==> src/rtl/mep_pkg.sv <==
// Shared types and constants for the Mandelbrot escape-time pixel unit.
package mep_pkg;

  localparam int MAX_DIM   = 1024;
  localparam int IDX_W     = 10;
  localparam int FRAC_BITS = 26;
  localparam int C_W       = 43;  // width of c = origin + step*index
  localparam int Z_W       = 44;  // width of the iterate registers
  localparam int OP_W      = 30;  // multiplier operand width once |z| <= 4.0
  localparam int PROD_W    = 2 * OP_W;
  localparam int SQ_W      = 57;  // a square is at most 2^56
  localparam int ITER_W    = 16;
  localparam int SHADE_W   = 8;
  localparam int QDEPTH    = 2;

  localparam logic signed [31:0] ORIGIN_RE_RST = -32'sd142606336;
  localparam logic signed [31:0] ORIGIN_IM_RST = -32'sd100663296;
  localparam logic [30:0]        STEP_RST      = 31'd251658;
  localparam logic [ITER_W-1:0]  MAX_ITER_RST  = 16'd1024;

  typedef enum logic [1:0] {
    CFG_ORIGIN_RE,
    CFG_ORIGIN_IM,
    CFG_STEP,
    CFG_MAX_ITER
  } cfg_idx_e;

  typedef struct packed {
    logic signed [31:0] origin_re;
    logic signed [31:0] origin_im;
    logic [30:0]        step;
    logic [ITER_W-1:0]  max_iter;
  } cfg_t;

  typedef struct packed {
    logic signed [C_W-1:0] re;
    logic signed [C_W-1:0] im;
  } point_t;

  // Clamp a pixel index to the image.
  function automatic logic [IDX_W-1:0] sat_idx(input logic [IDX_W-1:0] v);
    logic [IDX_W-1:0] r;
    r = v;
    if (int'(v) >= MAX_DIM) begin
      r = IDX_W'(MAX_DIM - 1);
    end
    return r;
  endfunction

endpackage

==> src/rtl/mep_front.sv <==
// Front end: accepts a pixel beat and forms its point c.
module mep_front (
  input  logic                       clk_i,
  input  logic                       rst_ni,
  input  mep_pkg::cfg_t              cfg_i,
  input  logic                       in_valid_i,
  output logic                       in_stall_o,
  input  logic [mep_pkg::IDX_W-1:0]  row_i,
  input  logic [mep_pkg::IDX_W-1:0]  col_i,
  output logic                       push_o,
  input  logic                       q_ready_i,
  output mep_pkg::point_t            point_o
);

  logic                           valid_q, valid_d;
  mep_pkg::point_t                point_q, point_d;
  logic [mep_pkg::IDX_W-1:0]      row_sat, col_sat;
  logic [30+mep_pkg::IDX_W:0]     prod_re, prod_im;
  logic                           accept;

  assign in_stall_o = valid_q && !q_ready_i;
  assign accept     = in_valid_i && !in_stall_o;
  assign push_o     = valid_q && q_ready_i;
  assign point_o    = point_q;

  always_comb begin
    row_sat = mep_pkg::sat_idx(row_i);
    col_sat = mep_pkg::sat_idx(col_i);
    prod_re = (31 + mep_pkg::IDX_W)'(cfg_i.step) * (31 + mep_pkg::IDX_W)'(col_sat);
    prod_im = (31 + mep_pkg::IDX_W)'(cfg_i.step) * (31 + mep_pkg::IDX_W)'(row_sat);
    point_d.re = mep_pkg::C_W'(cfg_i.origin_re) + $signed(mep_pkg::C_W'(prod_re));
    point_d.im = mep_pkg::C_W'(cfg_i.origin_im) + $signed(mep_pkg::C_W'(prod_im));
    valid_d = accept ? 1'b1 : (push_o ? 1'b0 : valid_q);
  end

  always_ff @(posedge clk_i or negedge rst_ni) begin
    if (!rst_ni) begin
      valid_q <= 1'b0;
    end else begin
      valid_q <= valid_d;
    end
  end

  always_ff @(posedge clk_i) begin
    if (accept) begin
      point_q <= point_d;
    end
  end

endmodule

==> config.mk <==
export PLATFORM = sky130hd
export DESIGN_NAME = mep_front
export DESIGN_NICKNAME = d
export VERILOG_FILES = /design/src/rtl/mep_pkg.sv /design/src/rtl/mep_front.sv
export SDC_FILE = /design/constraint.sdc
export NUM_CORES = 2
export LEC_CHECK = 0
export BUFFER_PORTS_ARGS = -buffer_cell sky130_fd_sc_hd__buf_2
export CAP_MARGIN = 40
export CELL_PAD_IN_SITES_DETAIL_PLACEMENT = 1
export CELL_PAD_IN_SITES_GLOBAL_PLACEMENT = 1
export CORE_UTILIZATION = 49
export CTS_CLUSTER_SIZE = 40
export DETAILED_ROUTE_END_ITERATION = 7
export PLACE_DENSITY_LB_ADDON = 0.1
export SYNTH_ARGS = -nofsm -noshare
export SYNTH_HDL_FRONTEND = slang
export SYNTH_SLANG_ARGS = --single-unit
==> constraint.sdc <==
create_clock -name clk_i -period 3.3 [get_ports clk_i]
set_input_delay 0.165 -clock clk_i [delete_from_list [all_inputs] [get_ports clk_i]]
set_output_delay 0.165 -clock clk_i [all_outputs]
set_load 0.005 [all_outputs]
==> flow_summary.toml, run 1 <==
[yosys]
syn_area_um2 = 25800
synth-async-reset-ratio_pct = 1.15
netlist_top_cells_count = "464 x inv_1, 462 x fa_1, 385 x nand2_1"
synth_edf_count = 86
avgSynthCellArea_um2 = 8.93
synth_top_area_share_pct = 35.8
yosys.area.top_type = "fa_1"
ys_dominant_reg_cell = "edfxtp_1"
yosys.cell_count.top_type = "inv_1"
synth_warnings = 0
synth_nets = 3729
synthDistinctLibCells = 65
syn_inst = 2894
ys_seq_elements = 87
yosysSeqAreaShare_pct = 10.1
synth_area_leaders = "fa_1 36%, ha_1 12%, edfxtp_1 10%, and2_1 7.8%, inv_1 6.7%"

[clock_network]
clockBufferDepth = 2
cts_buffers = 9
cts_root_buf = "clkbuf_16"
cts_sinks = 87
htree_levels = 3

[floorplan]
start_util_pct = 50.0
rows = 83
die_h_um = 232
fp.dieW_um = 232
io_pins = 223

[place]
post-place-ws_ps = -4730
dp.cells = 4254
place_congestion = 0.941
portBuffers = 206
hpwl_um = 76400

[status]
stop_stage = "5_1_grt"
tool.error = "[ERROR GRT-0232] Routing congestion too high. Check the congestion heatmap in the GUI."
status = "did not finish"

[grt]
grt_max_degree = 40
grtUsageTotal_pct = 73.6
grt.overflow.total = 143
grt_antenna_before_repair = 25

[timing]
grt-worst-endpoint = "point_o[40]$_DFFE_PP_/D"
worstEndpointType = "sequential cell input"
stage by stage:
| stage | cell area [µm²] | TNS, ps |
|---|---|---|
| 4_1_cts | 35200 | -216990 |
| 3_5_place_dp | 32500 | -262550 |
| 2_1_floorplan | 26700 | -187860 |
| 3_3_place_gp | 32500 | -251940 |
repair_timing:
action,in CTS
resized for setup,350
hold buffers,2
hold endpoints to repair,2
gates cloned,1
setup buffers,122
setup endpoints to repair,78
pin swaps,198
cell families after synthesis:
| family | Yosys count | synth area share, % |
|---|---|---|
| fa+ha+maj | 700 | 47.3 |
| buf+inv | 605 | 8.79 |
| flops | 87 | 10.1 |
| xor+xnor | 153 | 5.19 |
| simple gates | 907 | 17.5 |
| compound gates | 442 | 11.1 |
per-layer routing:
metal / track usage (%) / overflow
met5: 17.5 / 0
met4: 80.0 / 64
met3: 54.7 / 0
met2: 94.1 / 79
met1: 70.7 / 0
==> run 2, diff against run 1 <==
==> config.mk (replaced) <==
export PLATFORM = sky130hd
export DESIGN_NAME = mep_front
export DESIGN_NICKNAME = d
export VERILOG_FILES = /design/src/rtl/mep_pkg.sv /design/src/rtl/mep_front.sv
export SDC_FILE = /design/constraint.sdc
export NUM_CORES = 2
export LEC_CHECK = 0
export BUFFER_PORTS_ARGS = -buffer_cell sky130_fd_sc_hd__buf_2
export CAP_MARGIN = 40
export CORE_UTILIZATION = 40
export DETAILED_ROUTE_END_ITERATION = 7
export PLACE_DENSITY_LB_ADDON = 0.15
export SYNTH_ARGS = -nofsm -noshare
export SYNTH_HDL_FRONTEND = slang
export SYNTH_SLANG_ARGS = --single-unit
==> run 2 against run 1 <==
The flow now finishes, with violations (negative setup slack). Area after synthesis stayed put. Synthesized cell count stayed put.
==> flow_summary.toml, run 2 <==
[yosys]
synthAdderAreaFrac_pct = 47.3
synth_edf_count = 86
netlist_top_cells_count = "464 x inv_1, 462 x fa_1, 385 x nand2_1"
synth_nets = 3729
yosysSeqAreaShare_pct = 10.1
synth_compound_area_share_pct = 11.1
synth_simple_gate_area_share_pct = 17.5
synthDistinctLibCells = 65
ys_dominant_reg_cell = "edfxtp_1"
syn_area_um2 = 25800
avgSynthCellArea_um2 = 8.93
synth_warnings = 0
yosys.area.top_type = "fa_1"
synth_area_leaders = "fa_1 36%, ha_1 12%, edfxtp_1 10%, and2_1 7.8%, inv_1 6.7%"
ys_seq_elements = 87
synth_top_area_share_pct = 35.8
synth_xor_area_share_pct = 5.19
synth_top_family_by_area = "adder cells"
yosys.cell_count.top_type = "inv_1"
synth.mux.area_fraction_pct = 0
synth-async-reset-ratio_pct = 1.15
syn_inst = 2894

[timing]
clock.fmax_mhz = 138
setup_viol = 76
slew_viol_final = 0
layout_setup_ws_ps = -3970
tightest_slew_ps = 505
final.setup.tns_ps = -210430
finalHoldViolCount = 0
maxSlewHeadroom_pct = 65.4
fin_crit_ps = 7270
min_period_over_period_pct = 220
finClkSkew_ps = 9.98
rsz0062_at_grt = "true"

[drt]
vias = 22700
drcViolationCount = 0
drt_iter0_drc = 909
via_per_inst = 5.00
detail-route-antenna-nets = 0
drt_wl_total_um = 77200
dr.pass1.iters = 5
wl_per_cell_um = 17.0

[setup_path]
cpMostUsedCell = "fa_1"
cp.arrival_ps = 7400
crit_type = "primary input to flip-flop"
crit_slowest_cell = "fa_1"
max_stage_delay_ps = 570
cp_max_fo = 7
critPathCaptureType = "flip-flop"
crit_path_start_kind = "primary input"
cp.required_ps = 3430

[grt]
grt.overflow.total = 0
grt_max_degree = 50
grt_antenna_before_repair = 15
grt_pass1_wl_um = 126000
grtUsageTotal_pct = 23.9
first_global_vias = 24500

[floorplan]
fp.dieW_um = 256
start_util_pct = 40.7
die-area_um2 = 65600
io_pins = 223
fp.coreArea_um2 = 63400
die_h_um = 256
rows = 92

[finish]
finalNetCount = 4508
final_cell_mix = "621 x buf_4, 453 x fa_1, 450 x inv_1"
drive_above_1_share_pct = 33.2
syn2layout_area_growth_pct = 37.0
largest_register_ffs = 86
final_common_cell = "buf_4"
final_area_um2 = 35400

[place]
portBuffers = 206
post-place-ws_ps = -4720
place_congestion = 0.855
placed_cell_area_um2 = 32500
hpwl_um = 64000

[clock_network]
clockBufferDepth = 2
htree_levels = 3
cts_sinks = 87
cts_buffers = 9
path_clk_slew_ps = 70
cts_tree = "built"
cts_root_buf = "clkbuf_16"
insertion_delay_ps = 380

[status]
status = "finished, violations left"
failed_checks = "negative setup slack"

[worst_hold_path]
hold_class = "primary input to flip-flop"

[job]
cap_violations = 0
[run 2: cell counts after synthesis]
Identical to the previous run, type by type.
[run 2: area by class of cell]
type	count	area, µm²
Multi-Input combinational cell	2202	22800
Fill cell	5745	28000
Sequential cell	87	2610
Tap cell	846	1060
Clock inverter	6	86.3
Inverter	464	1740
Antenna cell	7	17.5
Timing Repair Buffer	909	6890
Clock buffer	10	229
[run 2: layer usage]
metal / up-vias / track usage [%] / part of all wire (%)
li1: 10700 / - / -
met1: 11500 / 30.2 / 42
met2: 385 / 42.6 / 51
met3: 100 / 3.60 / 4.2
met4: 14 / 5.89 / 2.3
met5: - / 0 / 0.10
[run 2: logic make-up after synthesis]
group,count (synthesis)
adders and majority gates,700
AOI/OAI and AO/OA,442
buffers and inverters,605
xor gates and xnor gates,153
DFF,87
and+or+nand+nor,907
[run 2: worst paths after layout]
path | to | slack [ps] | startpoint | cells after the start
worst max register to register | point_o[30]$_DFFE_PP_ | 1560 | valid_q$_DFFE_PN0P_ | 3
max in group asynchronous | valid_q$_DFFE_PN0P_ | 3120 | rst_ni | 2
worst min-delay path | point_o[43]$_DFFE_PP_ | 80 | cfg_i[79] | 2
worst min register to register | valid_q$_DFFE_PN0P_ | 550 | valid_q$_DFFE_PN0P_ | 2
worst max-delay path | point_o[40]$_DFFE_PP_ | -3970 | row_i[7] | 32
min in group asynchronous | valid_q$_DFFE_PN0P_ | 100 | rst_ni | 2
[run 2: through the flow]
step	utilization [%]	cells	hold WS, ps
global placement	51.3	4410	-60.8
detailed placement	51.3	4410	-58.3
finish	55.8	4531	82.2
floorplan	-	2894	-131
global route	55.8	4530	65.9
CTS	54.6	4502	53.3
[run 2: worst max-delay path, delay by kind of cell]
kind | cells | cell delay (ps)
xor+xnor | 2 | 330
compound gates | 15 | 3040
fa+ha+maj | 7 | 3030
simple gates | 3 | 350
buf+inv | 5 | 470
[run 2: what timing repair did]
item | in CTS | in global routing
endpoints found under the setup margin | 78 | 78
resized for setup | 278 | 123
hold buffers | 2 | 0
buffers inserted | 86 | 29
endpoints found under the hold margin | 2 | 0
pin swaps | 160 | 142
cloned | 1 | 0
Power of run 2 is not shown: default switching activity piles up to over one toggle a cycle in this logic, so the estimate is an artifact.
