--- src/rtl/mep_pkg.sv ---
// Shared types and constants for the Mandelbrot escape-time pixel unit.
package mep_pkg;

  localparam int MAX_DIM   = 1024;
  localparam int IDX_W     = 10;
  localparam int FRAC_BITS = 26;
  localparam int C_W       = 43;  // width of c = origin + step*index
  localparam int Z_W       = 44;  // width of the iterate registers
  localparam int OP_W      = 30;  // multiplier operand width once |z| <= 4.0
  localparam int PROD_W    = 2 * OP_W;
  localparam int SQ_W      = 57;  // a square is at most 2^56
  localparam int ITER_W    = 16;
  localparam int SHADE_W   = 8;
  localparam int QDEPTH    = 2;

  localparam logic signed [31:0] ORIGIN_RE_RST = -32'sd142606336;
  localparam logic signed [31:0] ORIGIN_IM_RST = -32'sd100663296;
  localparam logic [30:0]        STEP_RST      = 31'd251658;
  localparam logic [ITER_W-1:0]  MAX_ITER_RST  = 16'd1024;

  typedef enum logic [1:0] {
    CFG_ORIGIN_RE,
    CFG_ORIGIN_IM,
    CFG_STEP,
    CFG_MAX_ITER
  } cfg_idx_e;

  typedef struct packed {
    logic signed [31:0] origin_re;
    logic signed [31:0] origin_im;
    logic [30:0]        step;
    logic [ITER_W-1:0]  max_iter;
  } cfg_t;

  typedef struct packed {
    logic signed [C_W-1:0] re;
    logic signed [C_W-1:0] im;
  } point_t;

  // Clamp a pixel index to the image.
  function automatic logic [IDX_W-1:0] sat_idx(input logic [IDX_W-1:0] v);
    logic [IDX_W-1:0] r;
    r = v;
    if (int'(v) >= MAX_DIM) begin
      r = IDX_W'(MAX_DIM - 1);
    end
    return r;
  endfunction

endpackage

--- src/rtl/mep_iter.sv ---
// Back end: escape-time iteration on one shared multiplier, shade divide, result register.
module mep_iter (
  input  logic                          clk_i,
  input  logic                          rst_ni,
  input  mep_pkg::cfg_t                 cfg_i,
  input  logic                          q_valid_i,
  input  mep_pkg::point_t               q_data_i,
  output logic                          pop_o,
  output logic                          out_valid_o,
  input  logic                          out_stall_i,
  output logic [mep_pkg::SHADE_W-1:0]   shade_o,
  output logic [mep_pkg::ITER_W-1:0]    iter_count_o
);

  typedef enum logic [2:0] {
    ST_IDLE,
    ST_SQ_A,
    ST_SQ_B,
    ST_CROSS,
    ST_UPD,
    ST_DIV,
    ST_DONE
  } state_e;

  localparam int REM_W = mep_pkg::ITER_W + mep_pkg::SHADE_W;
  localparam int DIV_W = mep_pkg::ITER_W + mep_pkg::SHADE_W - 1;
  localparam logic signed [mep_pkg::Z_W-1:0] FAR_POS = mep_pkg::Z_W'(64'sd1 << 28);
  localparam logic signed [mep_pkg::Z_W-1:0] FAR_NEG = -FAR_POS;
  localparam logic [mep_pkg::SQ_W:0] FOUR_Q52 = (mep_pkg::SQ_W + 1)'(64'd1 << 54);

  state_e                               state_q;
  mep_pkg::point_t                      pt_q;
  logic signed [mep_pkg::Z_W-1:0]       a_q, b_q, a_next, b_next;
  logic [mep_pkg::ITER_W-1:0]           k_q;
  logic signed [mep_pkg::OP_W-1:0]      op_x, op_y;
  logic signed [mep_pkg::PROD_W-1:0]    prod_q, prod_d;
  logic [mep_pkg::SQ_W-1:0]             aa_q, bb_q;
  logic [mep_pkg::SQ_W:0]               sq_sum;
  logic signed [mep_pkg::SQ_W:0]        sq_diff;
  logic                                 far, escape, load_out, ge;
  logic [REM_W-1:0]                     rem_q;
  logic [DIV_W-1:0]                     div_q;
  logic [mep_pkg::SHADE_W-1:0]          quo_q;
  logic [2:0]                           cnt_q;

  assign pop_o    = (state_q == ST_IDLE) && q_valid_i;
  assign load_out = (state_q == ST_DONE) && (!out_valid_o || !out_stall_i);

  always_comb begin
    case (state_q)
      ST_SQ_A: begin
        op_x = a_q[mep_pkg::OP_W-1:0];
        op_y = a_q[mep_pkg::OP_W-1:0];
      end
      ST_SQ_B: begin
        op_x = b_q[mep_pkg::OP_W-1:0];
        op_y = b_q[mep_pkg::OP_W-1:0];
      end
      default: begin
        op_x = a_q[mep_pkg::OP_W-1:0];
        op_y = b_q[mep_pkg::OP_W-1:0];
      end
    endcase
    prod_d = mep_pkg::PROD_W'(op_x) * mep_pkg::PROD_W'(op_y);

    far = (a_q > FAR_POS) || (a_q < FAR_NEG) || (b_q > FAR_POS) || (b_q < FAR_NEG);
    // in CROSS prod_q holds b*b
    sq_sum  = {1'b0, aa_q} + {1'b0, prod_q[mep_pkg::SQ_W-1:0]};
    escape  = sq_sum > FOUR_Q52;
    sq_diff = $signed({1'b0, aa_q}) - $signed({1'b0, bb_q});
    // arithmetic shift is floor; 2ab >> 26 is ab >> 25
    a_next  = mep_pkg::Z_W'($signed(sq_diff[mep_pkg::SQ_W:mep_pkg::FRAC_BITS]))
            + mep_pkg::Z_W'(pt_q.re);
    b_next  = mep_pkg::Z_W'($signed(prod_q[mep_pkg::SQ_W:mep_pkg::FRAC_BITS-1]))
            + mep_pkg::Z_W'(pt_q.im);
    ge      = (div_q != '0) && (rem_q >= REM_W'(div_q));
  end

  always_ff @(posedge clk_i or negedge rst_ni) begin
    if (!rst_ni) begin
      state_q      <= ST_IDLE;
      out_valid_o  <= 1'b0;
      shade_o      <= '0;
      iter_count_o <= '0;
      pt_q         <= '0;
      a_q          <= '0;
      b_q          <= '0;
      k_q          <= '0;
      prod_q       <= '0;
      aa_q         <= '0;
      bb_q         <= '0;
      rem_q        <= '0;
      div_q        <= '0;
      quo_q        <= '0;
      cnt_q        <= '0;
    end else begin
      prod_q <= prod_d;
      if (out_valid_o && !out_stall_i && !load_out) begin
        out_valid_o <= 1'b0;
      end
      case (state_q)
        ST_IDLE: begin
          if (q_valid_i) begin
            pt_q    <= q_data_i;
            a_q     <= mep_pkg::Z_W'(q_data_i.re);
            b_q     <= mep_pkg::Z_W'(q_data_i.im);
            k_q     <= '0;
            state_q <= ST_SQ_A;
          end
        end
        ST_SQ_A: begin
          if (k_q == cfg_i.max_iter || far) begin
            rem_q   <= {k_q, 8'b0} - REM_W'(k_q);
            div_q   <= {cfg_i.max_iter, 7'b0};
            cnt_q   <= '0;
            state_q <= ST_DIV;
          end else begin
            state_q <= ST_SQ_B;
          end
        end
        ST_SQ_B: begin
          aa_q    <= prod_q[mep_pkg::SQ_W-1:0];
          state_q <= ST_CROSS;
        end
        ST_CROSS: begin
          if (escape) begin
            rem_q   <= {k_q, 8'b0} - REM_W'(k_q);
            div_q   <= {cfg_i.max_iter, 7'b0};
            cnt_q   <= '0;
            state_q <= ST_DIV;
          end else begin
            bb_q    <= prod_q[mep_pkg::SQ_W-1:0];
            state_q <= ST_UPD;
          end
        end
        ST_UPD: begin
          a_q     <= a_next;
          b_q     <= b_next;
          k_q     <= k_q + 1'b1;
          state_q <= ST_SQ_A;
        end
        ST_DIV: begin
          // restoring divide, one quotient bit per cycle
          if (ge) begin
            rem_q <= rem_q - REM_W'(div_q);
          end
          quo_q <= {quo_q[mep_pkg::SHADE_W-2:0], ge};
          div_q <= div_q >> 1;
          cnt_q <= cnt_q + 1'b1;
          if (cnt_q == 3'd7) begin
            state_q <= ST_DONE;
          end
        end
        ST_DONE: begin
          if (load_out) begin
            out_valid_o  <= 1'b1;
            shade_o      <= ~quo_q;
            iter_count_o <= k_q;
            state_q      <= ST_IDLE;
          end
        end
        default: begin
          state_q <= ST_IDLE;
        end
      endcase
    end
  end

endmodule

--- config.mk ---
export PLATFORM = sky130hd
export DESIGN_NAME = mep_iter
export DESIGN_NICKNAME = d
export VERILOG_FILES = /design/src/rtl/mep_pkg.sv /design/src/rtl/mep_iter.sv
export SDC_FILE = /design/constraint.sdc
export NUM_CORES = 2
export LEC_CHECK = 0
export ABC_AREA = 1
export BUFFER_PORTS_ARGS = -buffer_cell sky130_fd_sc_hd__buf_2
export CAP_MARGIN = 15
export CORE_ASPECT_RATIO = 1.4
export CORE_MARGIN = 5
export CORE_UTILIZATION = 25
export CTS_CLUSTER_SIZE = 25
export DETAILED_ROUTE_END_ITERATION = 8
export HOLD_SLACK_MARGIN = 0.05
export SKIP_CTS_REPAIR_TIMING = 1
export SYNTH_ARGS = -nofsm -noshare
export SYNTH_HDL_FRONTEND = slang
export SYNTH_SLANG_ARGS = --single-unit
--- constraint.sdc ---
create_clock -name clk_i -period 21.8 [get_ports clk_i]
set_input_delay 1.09 -clock clk_i [delete_from_list [all_inputs] [get_ports clk_i]]
set_output_delay 1.09 -clock clk_i [all_outputs]
set_load 0.01 [all_outputs]
Word-level counts from Yosys, hierarchy flattened --
Index checks and enable logic that the tools add are counted.
Word-level totals: memory bits (read-only) 0, logic and storage cells 98, bits in writable memories 0, memories kept 0, output and inout bits 26, bits of input ports 201, latch bits 0, register bits after elaboration 448
Operators by class: order comparisons 6, shift-type cells 0, multipliers 1, $add $sub $neg 8, equality and inequality tests 14, div/mod/pow operators 0, reduce and logical (&&, ||, !) cells 24, bitwise operators 2, mux-type cells 27
Operators by type and width (count):
- 44-bit one-hot mux with 2 select lines | 2
- 44-bit by 30-bit greater-than comparator with 1-bit output (second input constant) | 2
- 44-bit by 29-bit < comparator with 1-bit output (second input constant) | 2
- 44-bit two-way mux | 2
- 24-bit two-way mux | 3
- 24-bit one-hot mux with 3 select lines | 1
- 23-bit one-hot mux with 3 select lines | 1
- 30-bit two-way mux | 2
- 57-bit by 57-bit adder with 58-bit output | 1
- 58-bit by 55-bit greater-than comparator with 1-bit output (second input constant) | 1
- 30-bit by 30-bit multiplier with 58-bit output | 1
- 57-bit by 57-bit subtractor with 58-bit output | 1
- 23-bit two-way mux | 2
- 32-bit by 43-bit adder with 44-bit output | 1
- 33-bit by 43-bit adder with 44-bit output | 1
- 16-bit one-hot mux with 2 select lines | 1
- 24-bit by 23-bit greater-or-equal comparator with 1-bit output | 1
- 24-bit by 16-bit subtractor with 24-bit output | 1
- 24-bit by 23-bit subtractor with 24-bit output | 1
- 23-bit nonzero test | 1
- 3-bit one-hot mux with 7 select lines | 1
- 3-bit two-way mux | 6
- 16-bit by 1-bit adder with 16-bit output (second input constant) | 1
- 16-bit equality test | 1
- other kinds (19) | 45

Logic depth before layout (Yosys ltp) --
word-level depth 8, depth in mapped cells 40, gate-level depth less buffers 36

Least setup slack after synthesis --
No wires, ideal clock.
kind register -> register, from register state_q[0], to register prod_q[56] (netlist name), clock period less this slack 8.213 ns, setup slack 13.587 ns, buffers on the path 3, data required time 21.669 ns, arrival time 8.082 ns, stages on the path, launching flop included 34, library setup time 0.131 ns, path through dfrtp_1 > inv_1 > nor2_1 > nand2_1 > clkbuf_1 > clkbuf_1 > nand2_1 > o21ai_1 > inv_1 > clkbuf_1 > nor2_1 > fa_1 > inv_1 > fa_1 > inv_1 > fa_1 > inv_1 > fa_1 > inv_1 > fa_1 > fa_1 > fa_1 > inv_1 > fa_1 > inv_1 > ha_1 > a21oi_1 > inv_1 > a21oi_1 > o211ai_1 > a21o_1 > a21oi_1 > o21ai_0 > xor2_1
Between the ends: cells in the longest elaborated chain, start to end 3, elaborated cells on any way between the ends 5, those cells by class mul (1); eq/ne (2); mux (2)
RTL lines:
- start: declaration | line mep_iter.sv:31 | state_e state_q;
- start signal: assignment | line mep_iter.sv:81 | state_q <= ST_IDLE;
- start signal: assignment | line mep_iter.sv:108 | state_q <= ST_SQ_A;
- start signal: assignment | line mep_iter.sv:116 | state_q <= ST_DIV;
- 3-bit by 2-bit equality test with 1-bit output / 3-bit by 1-bit equality test with 1-bit output (equally long branches) | line mep_iter.sv:50 | case (state_q)
- 30-bit two-way mux | line mep_iter.sv:50
- 30-bit by 30-bit multiplier with 58-bit output (*) | line mep_iter.sv:64 | prod_d = mep_pkg::PROD_W'(op_x) * mep_pkg::PROD_W'(op_y);
- net prod_d, one bit | line mep_iter.sv:36 | logic signed [mep_pkg::PROD_W-1:0] prod_q, prod_d;
- end signal: assignment | line mep_iter.sv:97 | prod_q <= prod_d;
- end: declaration | line mep_iter.sv:36
The timed path passes the listed nets; every way through them passes the cells marked *. A chain may end at the register's enable or synchronous reset.

Worst setup path after layout --
from register state_q[0], to register prod_q[57] (netlist name)
Same word-level chain as after synthesis.

==> results.md <==
* # fillers at 28,500
* Number of synthesized flops with an enable pin at 0
* Crit path buffers/inverters at 11
* Async S/R FF share, synth at 100%
* Worst-path fanout max at 35
* First-pass GRT wire length at 366,000 um
* Total grt overflow at 0
* Via count at 57,400
* Hold Crit Class: flop to flop
* Yosys cell types at 61
* Syn Inst Count at 8,610
* Mean area per synthesized cell at 7.54 um2
* Tmin final at 11,370 ps
* CP max stage delay at 810 ps
* Placed Area at 69,900 um2
* Non-filler instance count after layout at 12,100
* Rows at 221
* Sequential area share after synthesis at 17.3%
* Clock latency on the worst-skew pair at 650 ps
* Fmax at 88.0 MHz
* RSZ-0062 raised after global routing: false
* Cell family with most CP delay: adder cells
* Critical path endpoint category: flop
* Clk pin slew, worst setup/hold paths at 70 ps
* Crit path max-delay cell type: a211oi_1
* Port bufs at 131
* Crit share post-route at 52.2%
* Post-DP HPWL at 200,000 um
* Final net count at 10,200
* Top post-synthesis cells by count: 2,008 x nand2_1, 1,871 x inv_1, 942 x fa_1, 834 x nor2_1, 448 x dfrtp_1
* Top cell by count, worst path: inv_1
* Final Cell Area at 71,400 um2
* Area growth, synth to finish at 9.97%
* Drt first-iter violations at 4,010
* Slew Limit Headroom at 7.17%
* CTS Buf Count at 43
* Required time of the critical path at 22,330 ps
* Status: finished clean
* Io pins at 227
* Most frequent cell after synthesis: nand2_1
* Post-synth top flop: dfrtp_1
* Vias in the first global route at 60,100
* Vias per cell at 4.73
* Core box area at 259,000 um2
* Die Width at 441 um
* Share of the synthesized area in the top cell type at 29.0%
* Post-Place Cells at 12,100
* Worst Skew at 46.0 ps
* Mean routed wirelength per cell at 20.0 um
* Slew Limit Fails at 0
* Die Y at 613 um
* Antenna-violating nets left at 0
* Setup TNS at 0 ps
* Critical path arrival at 11,900 ps
* Initial antenna violation count at 5
* Root buf cell: clkbuf_16
* H-tree levels at 2
* Pin count of the biggest net entering global routing at 167
* Area leader, netlist: fa_1
* Synth warn at 0
* Pre-antenna DRT Iters at 6
* Layout cells sized above 1 at 5.17%
* DRC viols at 0
* Placer congestion estimate at 0.985
* Max Cap Viol at 0
* Worst-case clock buffer depth at 3
* Hold WS at 467 ps
* Setup-failing EPs final at 0
* Syn nets at 10,200
* Synthesized cell area at 65,000 um2
* Final Hold Violating Endpoints at 0
* Area contributors post-synth: fa_1 29%, dfrtp_1 17%, nand2_1 12%, inv_1 11%, ha_1 7.8%
* Starting Density at 25.1%
* Total GRT Usage at 17.8%
* Sinks on Clock Net at 448
* Die area at 270,000 um2
* Routed wire length at 243,000 um
* Worst-margin pin slew at 1380 ps
* CP startpoint kind: flop
* CTS tree: built
* Synth Register Bits at 448
* Crit Path Class: flop to flop
-- cells in the final DEF, fill, tap and decap left out, types with 12 or more instances in the layout --
cell type / netlist / layout
o211ai_1: 47 / 47
o21ai_0: 436 / 419
buf_2: 4 / 130
buf_4: 4 / 106
a21oi_1: 420 / 420
or2_2: 12 / 12
nand4_1: 89 / 89
clkinv_1: 16 / 17
nor2_1: 834 / 831
fa_1: 942 / 942
nand2_1: 2008 / 2005
o221ai_1: 48 / 48
o21a_1: 20 / 20
clkbuf_16: 0 / 43
nor3_1: 52 / 52
a21o_1: 18 / 18
xor2_1: 114 / 114
nand3_1: 180 / 180
o21ai_2: 46 / 79
xnor2_1: 61 / 61
dfrtp_1: 448 / 448
nor4_1: 48 / 48
a31oi_1: 75 / 75
ha_1: 405 / 405
o21ai_1: 49 / 33
inv_1: 1871 / 1868
o21bai_1: 21 / 21
-- stage by stage --
| step | worst slack (ps) | util (%) |
|---|---|---|
| after global placement | 10780 | 27.0 |
| after CTS | 10880 | 27.6 |
| after global routing | 10120 | 27.6 |
| after floorplan | 13590 | - |
| final | 10430 | 27.6 |
| after detailed placement | 10940 | 27.0 |
-- layer usage --
layer / wire (um) / vias to the layer above / share of wire (%) / GRT usage (%)
li1: - / 26500 / - / -
met1: 87500 / 28100 / 36 / 19.5
met2: 120000 / 2046 / 49 / 31.5
met3: 13000 / 787 / 5.3 / 2.02
met4: 22900 / 6 / 9.4 / 13.5
met5: 67 / - / 0.028 / 0
-- sequential cells by signal (all words and copies together) (netlist names) --
signal and count:
quo_q 8, prod_q 58, k_q 16, bb_q 57, iter_count_o 16, pt_q 86
shade_o 8, rem_q 24, a_q 44, b_q 44, cnt_q 3, div_q 23
out_valid_o 1, aa_q 57, state_q 3
-- layout make-up --
type                       instances  area, um2  share of cell area (%)
clock buffer                      51       1160                    1.62
sequential                       448      11200                    15.7
antenna                            1       2.50                 0.00350
tap                             3456       4320                    6.05
inverter                        1897       7130                    9.97
clock inverter                    28        379                   0.531
multi-input combinational       6021      45800                    64.1
timing repair buffer             238       1480                    2.07
-- cells by family after synthesis --
group	synth area share, %
simple gates	20.2
mux	0.0308
compound gates	10.8
fa+ha+maj	36.8
buf+inv	12.6
flops	17.3
xor+xnor	2.36
-- final timing paths --
kind	slack [ps]	from	cells after the start	to
min reg2reg	470	quo_q[7]	1	shade_o[7]
min in group asynchronous	480	rst_ni	1	div_q[16]
min	470	quo_q[7]	1	shade_o[7]
max	10430	state_q[0]	33	prod_q[57]
max reg2reg	10430	state_q[0]	33	prod_q[57]
max in group asynchronous	19030	rst_ni	3	aa_q[12]
Power is not shown: default switching activity piles up to over one toggle a cycle in this logic, so the estimate is an artifact.
