$ cat config.mk
export PLATFORM = sky130hd
export DESIGN_NAME = mep_queue
export DESIGN_NICKNAME = d
export VERILOG_FILES = /design/src/rtl/mep_pkg.sv /design/src/rtl/mep_queue.sv
export SDC_FILE = /design/constraint.sdc
export NUM_CORES = 1
export LEC_CHECK = 0
export ABC_AREA = 1
export ABC_CLOCK_PERIOD_IN_PS = 5000
export BUFFER_PORTS_ARGS = -buffer_cell sky130_fd_sc_hd__buf_2
export CAP_MARGIN = 40
export CELL_PAD_IN_SITES_DETAIL_PLACEMENT = 1
export CELL_PAD_IN_SITES_GLOBAL_PLACEMENT = 1
export CORE_MARGIN = 2
export CORE_UTILIZATION = 37
export DETAILED_ROUTE_END_ITERATION = 7
export PLACE_DENSITY = 0.75
export SETUP_SLACK_MARGIN = 0.2
export SLEW_MARGIN = 0
export SYNTH_ARGS = -nofsm -noshare
export SYNTH_HDL_FRONTEND = slang
export SYNTH_SLANG_ARGS = --single-unit
$ cat constraint.sdc
create_clock -name clk_i -period 5 [get_ports clk_i]
set_input_delay 0.25 -clock clk_i [delete_from_list [all_inputs] [get_ports clk_i]]
set_output_delay 0.25 -clock clk_i [all_outputs]
set_load 0.02 [all_outputs]
$ cat src/rtl/mep_pkg.sv
// Shared types and constants for the Mandelbrot escape-time pixel unit.
package mep_pkg;

  localparam int MAX_DIM   = 1024;
  localparam int IDX_W     = 10;
  localparam int FRAC_BITS = 26;
  localparam int C_W       = 43;  // width of c = origin + step*index
  localparam int Z_W       = 44;  // width of the iterate registers
  localparam int OP_W      = 30;  // multiplier operand width once |z| <= 4.0
  localparam int PROD_W    = 2 * OP_W;
  localparam int SQ_W      = 57;  // a square is at most 2^56
  localparam int ITER_W    = 16;
  localparam int SHADE_W   = 8;
  localparam int QDEPTH    = 2;

  localparam logic signed [31:0] ORIGIN_RE_RST = -32'sd142606336;
  localparam logic signed [31:0] ORIGIN_IM_RST = -32'sd100663296;
  localparam logic [30:0]        STEP_RST      = 31'd251658;
  localparam logic [ITER_W-1:0]  MAX_ITER_RST  = 16'd1024;

  typedef enum logic [1:0] {
    CFG_ORIGIN_RE,
    CFG_ORIGIN_IM,
    CFG_STEP,
    CFG_MAX_ITER
  } cfg_idx_e;

  typedef struct packed {
    logic signed [31:0] origin_re;
    logic signed [31:0] origin_im;
    logic [30:0]        step;
    logic [ITER_W-1:0]  max_iter;
  } cfg_t;

  typedef struct packed {
    logic signed [C_W-1:0] re;
    logic signed [C_W-1:0] im;
  } point_t;

  // Clamp a pixel index to the image.
  function automatic logic [IDX_W-1:0] sat_idx(input logic [IDX_W-1:0] v);
    logic [IDX_W-1:0] r;
    r = v;
    if (int'(v) >= MAX_DIM) begin
      r = IDX_W'(MAX_DIM - 1);
    end
    return r;
  endfunction

endpackage

$ cat src/rtl/mep_queue.sv
// Two-entry queue of points between front end and iteration engine.
module mep_queue (
  input  logic            clk_i,
  input  logic            rst_ni,
  input  logic            push_i,
  input  mep_pkg::point_t data_i,
  output logic            ready_o,
  output logic            valid_o,
  input  logic            pop_i,
  output mep_pkg::point_t data_o
);

  localparam int PTR_W = $clog2(mep_pkg::QDEPTH);

  mep_pkg::point_t    mem_q [mep_pkg::QDEPTH];
  logic [PTR_W-1:0]   wr_ptr_q, rd_ptr_q;
  logic [PTR_W:0]     count_q;
  logic               do_push, do_pop;

  assign ready_o = (count_q != (PTR_W + 1)'(mep_pkg::QDEPTH));
  assign valid_o = (count_q != '0);
  assign data_o  = mem_q[rd_ptr_q];
  assign do_push = push_i && ready_o;
  assign do_pop  = pop_i && valid_o;

  always_ff @(posedge clk_i or negedge rst_ni) begin
    if (!rst_ni) begin
      wr_ptr_q <= '0;
      rd_ptr_q <= '0;
      count_q  <= '0;
    end else begin
      if (do_push) begin
        wr_ptr_q <= wr_ptr_q + 1'b1;
      end
      if (do_pop) begin
        rd_ptr_q <= rd_ptr_q + 1'b1;
      end
      if (do_push && !do_pop) begin
        count_q <= count_q + 1'b1;
      end else if (do_pop && !do_push) begin
        count_q <= count_q - 1'b1;
      end
    end
  end

  always_ff @(posedge clk_i) begin
    if (do_push) begin
      mem_q[wr_ptr_q] <= data_i;
    end
  end

endmodule

After elaboration in Yosys (flattened, before gate mapping)
Memories as Yosys holds them, arrays and structs flattened.
Cells that the tools add are included.
{"block": "totals", "inputBits": 90, "elab_cells": 21, "ram_bits": 172, "out_inout_bits": 88, "memories": 1, "ff_bits": 4}
{"memory": "mem_q", "words": 2, "word_bits": 86, "read_ports": 1, "rd_ports_with_merged_regs": 0, "wr": 1, "line_no": "mep_queue.sv:15", "text": "mep_pkg::point_t mem_q [mep_pkg::QDEPTH];"}
{"block": "classes", "n_addsub": 4, "eq_ne": 1, "muxes": 4, "n_reduce_logical": 8}
{"op": "logical AND 1 bit", "n": 4}
{"op": "2-to-1 mux 2 bit", "n": 2}
{"op": "nonzero test 2 bit", "n": 2}
{"op": "adder 1 bit, second input constant", "n": 2}
{"op": "adder 2 x 1 -> 2 bit, second input constant", "n": 1}
{"op": "logical NOT 1 bit", "n": 2}
{"op": "2-to-1 mux 1 bit", "n": 2}
{"op": "!= test 2 bit, second input constant", "n": 1}
{"op": "subtractor 2 x 1 -> 2 bit, second input constant", "n": 1}

Depth between registers and ports, before layout
Gate-level depths: netlist of the first run.
{"block": "depth", "word_depth": 6, "depth_mapped": 10, "mapped_depth_nobuf": 10}

Worst setup path after synthesis of the first run
OpenSTA, ideal clock, no wires.
{"block": "synth_timing", "kind": "register to register", "startpoint": "register count_q[0]", "endpoint": "memory mem_q[0][0] in the netlist's numbering (enable)", "path_stages_with_launch": 5, "arrival_ps": 4350, "required_ps": 4469, "slack_ps": 119, "path_buffers": 0, "path_cell_list": "dfrtp_1 -> inv_1 -> nand2_1 -> nand2_1 -> nor2_1"}
{"block": "synth_between", "elab_chain_cells": 4}
{"item": "from (decl)", "line_no": "mep_queue.sv:17", "text": "logic [PTR_W:0] count_q;"}
{"item": "from (signal assigned)", "line_no": "mep_queue.sv:39", "text": "count_q <= count_q + 1'b1;"}
{"item": "from (signal assigned)", "line_no": "mep_queue.sv:41", "text": "count_q <= count_q - 1'b1;"}
{"item": "!= test 2 bit", "line_no": "mep_queue.sv:20", "text": "assign ready_o = (count_q != (PTR_W + 1)'(mep_pkg::QDEPTH));"}
{"item": "via ready_o", "line_no": "mep_queue.sv:7", "text": "output logic ready_o,"}
{"item": "logical AND 1 bit", "line_no": "mep_queue.sv:23", "text": "assign do_push = push_i && ready_o;"}
{"item": "2-to-1 mux 1 bit", "line_no": "mep_queue.sv:47", "text": "if (do_push) begin"}
{"item": "2-to-1 mux 1 bit (not written as such)", "line_no": "mep_queue.sv:48", "text": "mem_q[wr_ptr_q] <= data_i;"}
{"item": "to (decl)", "line_no": "mep_queue.sv:15"}
The timed path passes the listed nets, and every way through them passes these cells.

==> results.py, run 1 <==
metrics = {
    "synth": {
        "yosys.area_share.xor_xnor_pct": 0.270,
        "yosysTopAreaCellShare_pct": 79.7,
        "synth_nets": 569,
        "yosysSeqAreaShare_pct": 81.2,
        "async_flop_share_pct": 2.27,
        "synth_area_per_cell_um2": 13.6,
        "synth_cells": 478,
        "yosysTopAreaCell": "edfxtp_1",
        "synth_cell_type_count": 14,
        "synth-simple-area-share_pct": 15.9,
        "synth_top_family_by_area": "simple AND/OR/NAND/NOR gates",
        "synth-seq-cells": 176,
        "synthMuxAreaShare_pct": 0,
        "synth_compound_area_share_pct": 0,
        "synth_edf_count": 172,
        "syn-cell-area_mm2": 0.00648,
        "synthFlopType": "edfxtp_1",
        "yosys-top-cells-count": "nand2_1 (268), edfxtp_1 (172), buf_2 (11), inv_1 (6)",
        "synthAdderAreaFrac_pct": 0.193,
        "synth_warnings": 0,
        "synthTopCellsByArea": "edfxtp_1 (80%), nand2_1 (16%), dfrtp_1 (1.5%)",
        "synth.most_common_cell": "nand2_1",
    },
    "cells_and_area": {
        "layout-drive-gt1-share_pct": 29.2,
        "num-nets-final": 814,
        "syn2layout_area_growth_pct": 36.2,
    },
    "placed_design": {
        "post-dp-hpwl_mm": 10.1,
        "gp_congestion": 0.710,
        "numPortBuffers": 177,
    },
    "global_route": {
        "track_usage_pct": 18.1,
        "grt_pass1_vias": 4787,
        "grt_max_degree": 71,
        "grt_pass1_wl_mm": 24.8,
        "grt_overflow": 0,
        "antenna_found_initial": 0,
    },
    "worst_setup_path": {
        "crit_chain": "buf_16 -> inv_2 -> buf_4 -> nand2_1 -> nand2_1 -> buf_2",
        "cp_slowest_cell": "inv_2",
        "critical_path.endpoint": "data_o[45]",
        "path_class": "reg -> out",
        "worst-endpoint-required_ns": 4.75,
        "crit_family": "buffers and inverters",
        "crit_start": "rd_ptr_q$_DFFE_PN0P_",
        "crit_top_cell": "nand2_1",
        "crit_arrival_ns": 2.96,
        "r2r_end": "rd_ptr_q$_DFFE_PN0P_",
        "start_kind": "flop",
        "critPathMaxStageDelay_ns": 0.62,
        "crit_buf_inv": 4,
        "cp_max_fo": 70,
        "reg2reg_slack_ns": 3.16,
        "setup.worst_path.end_class": "primary output",
        "cp.depth": 6,
        "r2r-start": "rd_ptr_q$_DFFE_PN0P_",
        "reg2regPathDepth": 4,
    },
    "die": {
        "die_w_um": 136,
        "dieArea_mm2": 0.0186,
        "top_level_ports": 178,
        "initial_core_util_pct": 37.6,
        "die_h_um": 136,
        "placementRows": 48,
        "core-area_mm2": 0.0172,
    },
    "timing": {
        "maxSlewViolCount": 0,
        "hold_violations": 0,
        "fmax_mhz": 311,
        "worst_clock_skew_ns": 0.00792,
        "finalSetupViolCount": 0,
        "tns_ns": 0,
        "relSlewSlack_pct": 44.6,
        "rsz0062_at_grt": "false",
        "period_share_pct": 64.3,
        "layout_min_cycle_time_ns": 3.21,
        "tightest_slew_ns": 0.831,
    },
    "cts": {
        "cts_tree": "built",
        "clock-root-buffer": "clkbuf_16",
        "cts_max_level": 4,
        "path_clk_slew_ns": 0.06,
        "cts-buffers-inserted": 17,
        "cts.sinks": 176,
        "clk_path_buf_depth": 2,
        "clock_latency_ns": 0.43,
        "cts_resized": 0,
    },
    "status": {
        "outcome": "finished, final reports clean",
    },
    "drt": {
        "drt_pass1_iterations": 4,
        "via_per_inst": 4.58,
        "drc_errors": 0,
        "finalWirelength_mm": 16.1,
        "vias": 4405,
        "initialDrtViolationCount": 207,
        "drtAntennaViolNets": 0,
        "wl_per_cell_um": 16.8,
    },
    "power_and_ir_drop": {
        "p_per_area_mw_per_mm2": 600,
        "p_total_mw": 5.29,
        "ir_worst_vdd_mv": 0.262,
        "leakagePower_nw": 3.77,
    },
    "flow_run": {
        "maxCapViolCount": 0,
    },
    "worst_hold_path": {
        "hold_path.class": "in -> reg",
    },
}
==> cell families (layout without fill, tap and decap cells) <==
logic type,Yosys count,after routing
AND/OR/NAND/NOR,273,273
other,0,2
adder cells (fa/ha/maj),1,1
buffers and inverters,26,282
XOR/XNOR,2,2
flip-flops,176,176
==> layout make-up <==
cell class,instances,area (um2)
diodes,2,5.00
clock buffers,18,429
clock inverters,12,121
fillers,1813,8410
inverters,7,26.3
multi-input cells,276,1070
flip-flops and latches,176,5270
well taps,225,282
repair buffers,245,1620
==> power breakdown <==
group          switching, mW  internal [mW]  leakage [nW]  total [mW]
registers              0.116           2.02          1.65        2.13
clock network          0.530          0.723         0.259        1.25
logic                   1.35          0.555          1.86        1.91
total                   2.00           3.30          3.77        5.29
==> layout by cell type, fill, tap and decap left out, types with 2 or more instances in the layout <==
cell,synthesis,layout
bufinv_16,0,2
buf_2,11,177
clkbuf_16,0,17
clkinv_2,0,3
clkinv_1,0,2
inv_1,6,6
nand3_1,2,2
edfxtp_1,172,172
dfrtp_1,4,3
buf_12,0,4
diode_2,0,2
nand2_1,268,268
dlygate4sd3_1,0,62
clkinvlp_4,0,4
nor2_4,0,2
==> worst min path at each step <==
stage                     startpoint                      to  slack [ns]  cells past startpoint
after floorplan               rst_ni  count_q[0]$_DFFE_PN0P_       -0.05                      0
after global placement        rst_ni    wr_ptr_q$_DFFE_PN0P_        0.06                      1
after detailed placement      rst_ni    wr_ptr_q$_DFFE_PN0P_        0.07                      1
after CTS                 data_i[34]  mem_q[0][34]$_DFFE_PP_       0.001                      1
after global routing      data_i[46]  mem_q[0][46]$_DFFE_PP_       0.003                      1
final                     data_i[47]  mem_q[1][47]$_DFFE_PP_        0.02                      1
==> timing repair <==
| item | in CTS | in global routing |
|---|---|---|
| endpoints found under the hold margin | 123 | 2 |
| setup buffers | 0 | 0 |
| hold buffers | 61 | 1 |
==> per-stage QoR <==
| stage | instances | area (um2) | setup slack (ns) | utilization, % | hold slack (ns) |
|---|---|---|---|---|---|
| floorplan | 478 | 6480 | 0.119 | - | -0.0456 |
| global placement | 864 | 7580 | 2.13 | 44.0 | 0.0603 |
| detailed placement | 867 | 7650 | 2.18 | 44.4 | 0.0662 |
| CTS | 958 | 8810 | 1.70 | 51.1 | 0.00123 |
| global route | 959 | 8820 | 1.56 | 51.2 | 0.00294 |
| finish | 961 | 8830 | 1.79 | 51.2 | 0.0233 |
==> metal layers <==
| layer | track usage [%] | vias up | share of wire (%) |
|---|---|---|---|
| li1 | - | 2095 | - |
| met1 | 20.7 | 2145 | 40 |
| met2 | 31.1 | 143 | 51 |
| met3 | 6.34 | 22 | 6.8 |
| met4 | 6.77 | 0 | 1.8 |
| met5 | 0 | - | 0 |
==> sequential cells by signal, indices dropped and copies added, names as in the netlist <==
register	count
count_q	2
wr_ptr_q	1
rd_ptr_q	1
mem_q	172
Power figures use the tool's default switching activity.
==> inputs of run 2 (changes only) <==
- ABC_AREA: 1 -> 0
- ABC_CLOCK_PERIOD_IN_PS: 5000 -> 3100
- CORE_UTILIZATION: 37 -> 44
- PLACE_DENSITY: 0.75 -> 0.79
- clock period: 5 -> 3.1 ns (I/O delays scaled with it)
==> run 2 against run 1 <==
Highest routed layer unchanged; hold slack better by 0.050 ns; critical endpoint is now data_o[19]; register-to-register slack lost 1.9 ns; first-iteration DRC count up 4.8%; clock-buffer cell count stayed put; non-clock buffer count rose by 24; clock skew is 0.0023 ns lower; largest power group unchanged; sequential power increased by 62%.
==> results.py, run 2 <==
metrics = {
    "worst_setup_path": {
        "setup.worst_path.end_class": "primary output",
        "worst-endpoint-required_ns": 2.94,
        "r2r-start": "count_q[0]$_DFFE_PN0P_",
        "crit_start": "rd_ptr_q$_DFFE_PN0P_",
        "crit_arrival_ns": 2.00,
        "crit_chain": "buf_4 -> mux2_2 -> buf_2",
        "path_class": "reg -> out",
        "start_kind": "flop",
        "cp_slowest_cell": "dfrtp_4",
        "r2r_end": "mem_q[1][5]$_DFFE_PP_",
        "critPathMaxStageDelay_ns": 0.57,
        "cp_max_fo": 29,
        "reg2reg_slack_ns": 1.22,
        "critical_path.endpoint": "data_o[19]",
        "reg2regPathDepth": 3,
    },
    "drt": {
        "wl_met3_um": 703,
        "drc_errors": 0,
        "routed-wl-met2_mm": 8.00,
        "highest_layer": "met4",
        "via_per_inst": 4.77,
        "drt-met1-wl_mm": 5.55,
        "initialDrtViolationCount": 217,
        "vias": 3622,
        "wl_per_cell_um": 19.0,
        "finalWirelength_mm": 14.5,
        "drtAntennaViolNets": 0,
        "drt_pass1_iterations": 4,
    },
    "power_and_ir_drop": {
        "ir_worst_vdd_mv": 0.592,
        "pwr-share-clk_pct": 24.2,
        "p_int_mw": 5.63,
        "p_sw_mw": 2.69,
        "power_frac_seq_pct": 41.5,
        "leakagePower_nw": 3.52,
        "sw_frac_of_total_pct": 32.3,
        "combPwrFrac_pct": 34.3,
        "p_per_area_mw_per_mm2": 918,
    },
    "synth": {
        "synth-seq-cells": 176,
        "synthFlopType": "edfxtp_1",
        "synth_cells": 286,
        "synth_nets": 377,
        "synthAdderAreaFrac_pct": 0.192,
        "syn-cell-area_mm2": 0.00652,
        "synth.most_common_cell": "edfxtp_1",
        "async_flop_share_pct": 2.27,
        "yosysSeqAreaShare_pct": 80.7,
        "yosys-top-cells-count": "edfxtp_1 (172), mux2_2 (56), mux2_4 (30), buf_2 (5), buf_6 (5)",
        "synth_area_per_cell_um2": 22.8,
        "yosysTopAreaCellShare_pct": 79.2,
        "synth_top_family_by_area": "multiplexers",
        "synth_cell_type_count": 15,
        "synth_warnings": 0,
        "synthTopCellsByArea": "edfxtp_1 (79%), mux2_2 (9.7%), mux2_4 (6.9%)",
        "yosys.area_share.xor_xnor_pct": 0.672,
        "synth_compound_area_share_pct": 0,
        "yosysTopAreaCell": "edfxtp_1",
        "synth_edf_count": 172,
        "synthMuxAreaShare_pct": 16.6,
        "synth-simple-area-share_pct": 0.518,
    },
    "global_route": {
        "grt_pass1_wl_mm": 22.3,
        "antenna_found_initial": 0,
        "grt_overflow": 0,
        "track_usage_pct": 18.8,
        "grt_max_degree": 47,
        "grt_pass1_vias": 4076,
    },
    "die": {
        "die_w_um": 126,
        "core-area_mm2": 0.0145,
        "top_level_ports": 178,
        "dieArea_mm2": 0.0158,
        "placementRows": 44,
        "initial_core_util_pct": 44.9,
        "die_h_um": 126,
    },
    "cells_and_area": {
        "final_common_cell": "buf_2",
        "fin_area_mm2": 0.00906,
        "finalNonFillerCells": 760,
        "layout-drive-gt1-share_pct": 51.7,
        "reg_top3": "mem_q x172, count_q x2",
        "final_cell_mix": "buf_2 (177), edfxtp_1 (172), dlygate4sd3_1 (87), mux2_2 (56), mux2_4 (30)",
        "largest_reg_flops": 172,
        "syn2layout_area_growth_pct": 38.9,
        "antenna_cells": 0,
        "regMostFlops": "mem_q",
        "num-nets-final": 655,
    },
    "timing": {
        "relSlewSlack_pct": 58.3,
        "hold_violations": 0,
        "period_share_pct": 69.4,
        "tns_ns": 0,
        "worst_clock_skew_ns": 0.00567,
        "finalSetupViolCount": 0,
        "layout_min_cycle_time_ns": 2.15,
        "rsz0062_at_grt": "false",
        "maxSlewViolCount": 0,
        "tightest_slew_ns": 0.626,
        "fmax_mhz": 465,
        "timing.final.ws_setup_ns": 0.949,
    },
    "placed_design": {
        "numPortBuffers": 177,
        "gp_congestion": 0.705,
        "dp.cells": 642,
        "dpl_cell_area_mm2": 0.00763,
        "dp_slack_ns": 1.20,
        "post-dp-hpwl_mm": 8.42,
    },
    "cts": {
        "cts-buffers-inserted": 17,
        "clock_latency_ns": 0.42,
        "cts_max_level": 4,
        "cts_resized": 0,
        "path_clk_slew_ns": 0.06,
        "cts_tree": "built",
        "clock-root-buffer": "clkbuf_16",
        "cts.sinks": 176,
        "clk_path_buf_depth": 2,
    },
    "status": {
        "outcome": "finished, final reports clean",
    },
    "worst_hold_path": {
        "hold_path.class": "in -> async",
    },
    "flow_run": {
        "maxCapViolCount": 0,
    },
}
==> run 2: logic make-up (layout without fill, tap and decap cells) <==
family / Yosys count / in the layout
adder cells (fa/ha/maj): 1 / 1
XOR/XNOR: 5 / 5
buffers and inverters: 11 / 301
flip-flops: 176 / 176
AND/OR/NAND/NOR: 7 / 7
multiplexers: 86 / 86
==> run 2: through the flow <==
| stage | util (%) | power, mW | hold slack [ns] |
|---|---|---|---|
| floorplan | - | 5.43 | -0.141 |
| global placement | 52.5 | 6.18 | -0.0332 |
| detailed placement | 52.5 | 6.28 | -0.0274 |
| CTS | 62.3 | 8.38 | 0.0557 |
| global route | 62.3 | 8.68 | 0.0754 |
| finish | 62.3 | 8.32 | 0.0733 |
==> run 2: metal layers <==
layer | track usage [%] | vias up
met5 | 0 | -
met4 | 6.08 | 0
met3 | 4.84 | 20
met2 | 35.4 | 114
met1 | 20.8 | 1803
li1 | - | 1685
==> run 2: power groups by stage <==
stage | clock, mW | combinational [mW] | sequential, mW
after floorplan | 0 | 2.02 | 3.41
after global placement | 0 | 2.74 | 3.45
after detailed placement | 0 | 2.79 | 3.50
after CTS | 2.06 | 2.88 | 3.45
after global routing | 2.15 | 3.03 | 3.50
final | 2.02 | 2.85 | 3.45
==> run 2: repair_timing <==
action	in CTS	in global routing
hold buffers	87	0
hold endpoints to repair	176	0
setup buffers	0	0
==> run 2: worst max-delay path: cells and delay by family, from the launching register on <==
kind	cells	cell delay, ns
DFF	1	0.57
muxes	1	0.40
buffers and inverters	2	0.59
==> run 2: worst min path at each step <==
stage	slack (ns)	end	depth (start not counted)
6_report	0.07	wr_ptr_q$_DFFE_PN0P_	2
5_1_grt	0.08	wr_ptr_q$_DFFE_PN0P_	2
4_1_cts	0.06	wr_ptr_q$_DFFE_PN0P_	2
3_5_place_dp	-0.03	count_q[1]$_DFFE_PN0P_	1
3_3_place_gp	-0.03	count_q[0]$_DFFE_PN0P_	1
2_1_floorplan	-0.14	count_q[0]$_DFFE_PN0P_	0
==> run 2: area by class of cell <==
| cell class | instances | area [um2] |
|---|---|---|
| flip-flops and latches | 176 | 5270 |
| fillers | 1316 | 5480 |
| multi-input cells | 99 | 1180 |
| inverters | 1 | 3.75 |
| well taps | 184 | 230 |
| clock buffers | 18 | 429 |
| clock inverters | 13 | 123 |
| repair buffers | 269 | 1820 |
==> inputs of run 3 (changes only) <==
- ABC_CLOCK_PERIOD_IN_PS: 3100 -> 1900
- CORE_UTILIZATION: 44 -> 40
- PLACE_DENSITY: 0.79 -> 0.76
- clock period: 3.1 -> 1.9 ns (I/O delays scaled with it)
==> run 3 against run 2 <==
Global-route usage shrank 1.3 points; worst setup slack got worse by 0.86 ns; critical path depth increased by 1; clock-buffer cell count unchanged; utilization down 3.8 points; highest routed layer unchanged; critical path type unchanged; final area rose by 2.6%; non-clock buffer count is 8 higher.
==> results.py, run 3 (synthesis results as in run 2) <==
metrics = {
    "placed_design": {
        "dpl_cell_area_mm2": 0.00775,
        "dp_slack_ns": 0.309,
        "numPortBuffers": 177,
        "gp_congestion": 0.749,
        "dp.cells": 675,
        "post-dp-hpwl_mm": 8.62,
    },
    "worst_setup_path": {
        "crit_arrival_ns": 1.72,
        "path_class": "reg -> out",
        "worst-endpoint-required_ns": 1.80,
        "start_kind": "flop",
        "setup.worst_path.end_class": "primary output",
        "cp_max_fo": 13,
    },
    "cells_and_area": {
        "num-nets-final": 663,
        "antenna_cells": 0,
        "finalNonFillerCells": 801,
        "final_cell_mix": "buf_2 (176), edfxtp_1 (172), dlygate4sd3_1 (89), mux2_2 (56), mux2_4 (30)",
        "fin_area_mm2": 0.00930,
        "reg_top3": "mem_q x172, count_q x2",
        "utilization_pct": 58.5,
        "syn2layout_area_growth_pct": 42.5,
        "final_common_cell": "buf_2",
        "largest_reg_flops": 172,
        "layout-drive-gt1-share_pct": 53.0,
        "regMostFlops": "mem_q",
    },
    "timing": {
        "tightest_slew_ns": 0.309,
        "worst_clock_skew_ns": 0.0102,
        "rsz0062_at_grt": "true",
        "fmax_mhz": 551,
        "layout_min_cycle_time_ns": 1.82,
        "maxSlewViolCount": 0,
        "relSlewSlack_pct": 79.4,
        "timing.hold.ws_ns": 0.0429,
        "timing.final.ws_setup_ns": 0.0846,
        "period_share_pct": 95.5,
        "tns_ns": 0,
        "hold_violations": 0,
        "finalSetupViolCount": 0,
    },
    "power_and_ir_drop": {
        "leakagePower_nw": 3.61,
        "p_sw_mw": 4.59,
        "ir_worst_vdd_mv": 0.821,
        "p_total_mw": 14.0,
        "p_per_area_mw_per_mm2": 1510,
        "p_int_mw": 9.41,
        "pwr-share-clk_pct": 23.0,
        "combPwrFrac_pct": 37.2,
        "sw_frac_of_total_pct": 32.8,
        "power_frac_seq_pct": 39.9,
    },
    "die": {
        "initial_core_util_pct": 41.1,
        "placementRows": 46,
        "core-area_mm2": 0.0159,
        "dieArea_mm2": 0.0173,
        "top_level_ports": 178,
        "die_w_um": 132,
        "die_h_um": 132,
    },
    "drt": {
        "drt_pass1_iterations": 4,
        "finalWirelength_mm": 14.9,
        "drc_errors": 0,
        "via_per_inst": 4.66,
        "vias": 3734,
        "wl_per_cell_um": 18.6,
        "initialDrtViolationCount": 199,
        "drtAntennaViolNets": 0,
    },
    "cts": {
        "cts.sinks": 176,
        "clock_latency_ns": 0.42,
        "path_clk_slew_ns": 0.06,
        "cts_max_level": 4,
        "clock-root-buffer": "clkbuf_16",
        "cts_tree": "built",
        "cts-buffers-inserted": 17,
        "clk_path_buf_depth": 2,
    },
    "global_route": {
        "grt_pass1_wl_mm": 22.9,
        "grt_overflow": 0,
        "track_usage_pct": 17.5,
        "antenna_found_initial": 0,
        "grt_pass1_vias": 4256,
        "grt_max_degree": 51,
    },
    "status": {
        "outcome": "finished, final reports clean",
    },
    "flow_run": {
        "maxCapViolCount": 0,
    },
    "worst_hold_path": {
        "hold_path.class": "in -> async",
    },
}
run 3: cell types whose count changed in the layout (fill, tap and decap cells not counted), sizes merged:
cell	before	now
buf	182	187
bufinv	2	1
clkbuf	18	19
clkinvlp	2	1
dlygate4sd3	87	89
inv	1	4
run 3: final cells by class:
cell class              count  area [um2]
fillers                  1492        6590
flip-flops and latches    176        5270
multi-input cells          99        1200
clock buffers              18         429
repair buffers            277        2010
well taps                 216         270
clock inverters            14         115
inverters                   1        3.75
run 3: layer usage:
layer  global-route usage [%]  routed length [um]  vias up  share of wire (%)
li1                         -                   -     1708                  -
met1                     19.3                5810     1882                 39
met2                     31.6                8050      128                 54
met3                     5.71                 825       16                5.5
met4                     6.46                 230        0                1.5
met5                        0                   0        -                  0
run 3: path summary, 6_finish.rpt:
check                                             from                      to  slack [ns]  cells after the start
min in group clk_i                          data_i[12]  mem_q[0][12]$_DFFE_PP_        0.40                      2
worst min register to register  count_q[0]$_DFFE_PN0P_  count_q[0]$_DFFE_PN0P_        0.54                      1
worst min-delay path                            rst_ni  count_q[1]$_DFFE_PN0P_        0.04                      2
worst max-delay path              rd_ptr_q$_DFFE_PN0P_              data_o[40]        0.08                      4
worst max register to register  count_q[0]$_DFFE_PN0P_  mem_q[1][79]$_DFFE_PP_        0.32                      3
max in group asynchronous                       rst_ni    rd_ptr_q$_DFFE_PN0P_        1.71                      2
run 3: repair_timing:
| item | 4_1_cts | 5_1_grt |
|---|---|---|
| setup endpoints to repair | 86 | 86 |
| cloned | 2 | 1 |
| setup buffers | 2 | 0 |
| gates resized for setup | 3 | 2 |
| hold endpoints to repair | 178 | 0 |
| hold buffers | 89 | 0 |
run 3: critical path, cell delays in order, from the launching register on:
cell and delay, ns:
dfrtp_4 0.53, buf_4 0.17, buf_16 0.15, mux2_4 0.30
buf_4 0.16
run 3: power groups by stage:
stage	Combinational, mW	Sequential, mW	Clock (mW)
floorplan	3.32	5.57	0
finish	5.20	5.58	3.22
global route	5.51	5.67	3.44
global placement	4.67	5.57	0
CTS	5.17	5.58	3.30
detailed placement	4.76	5.65	0
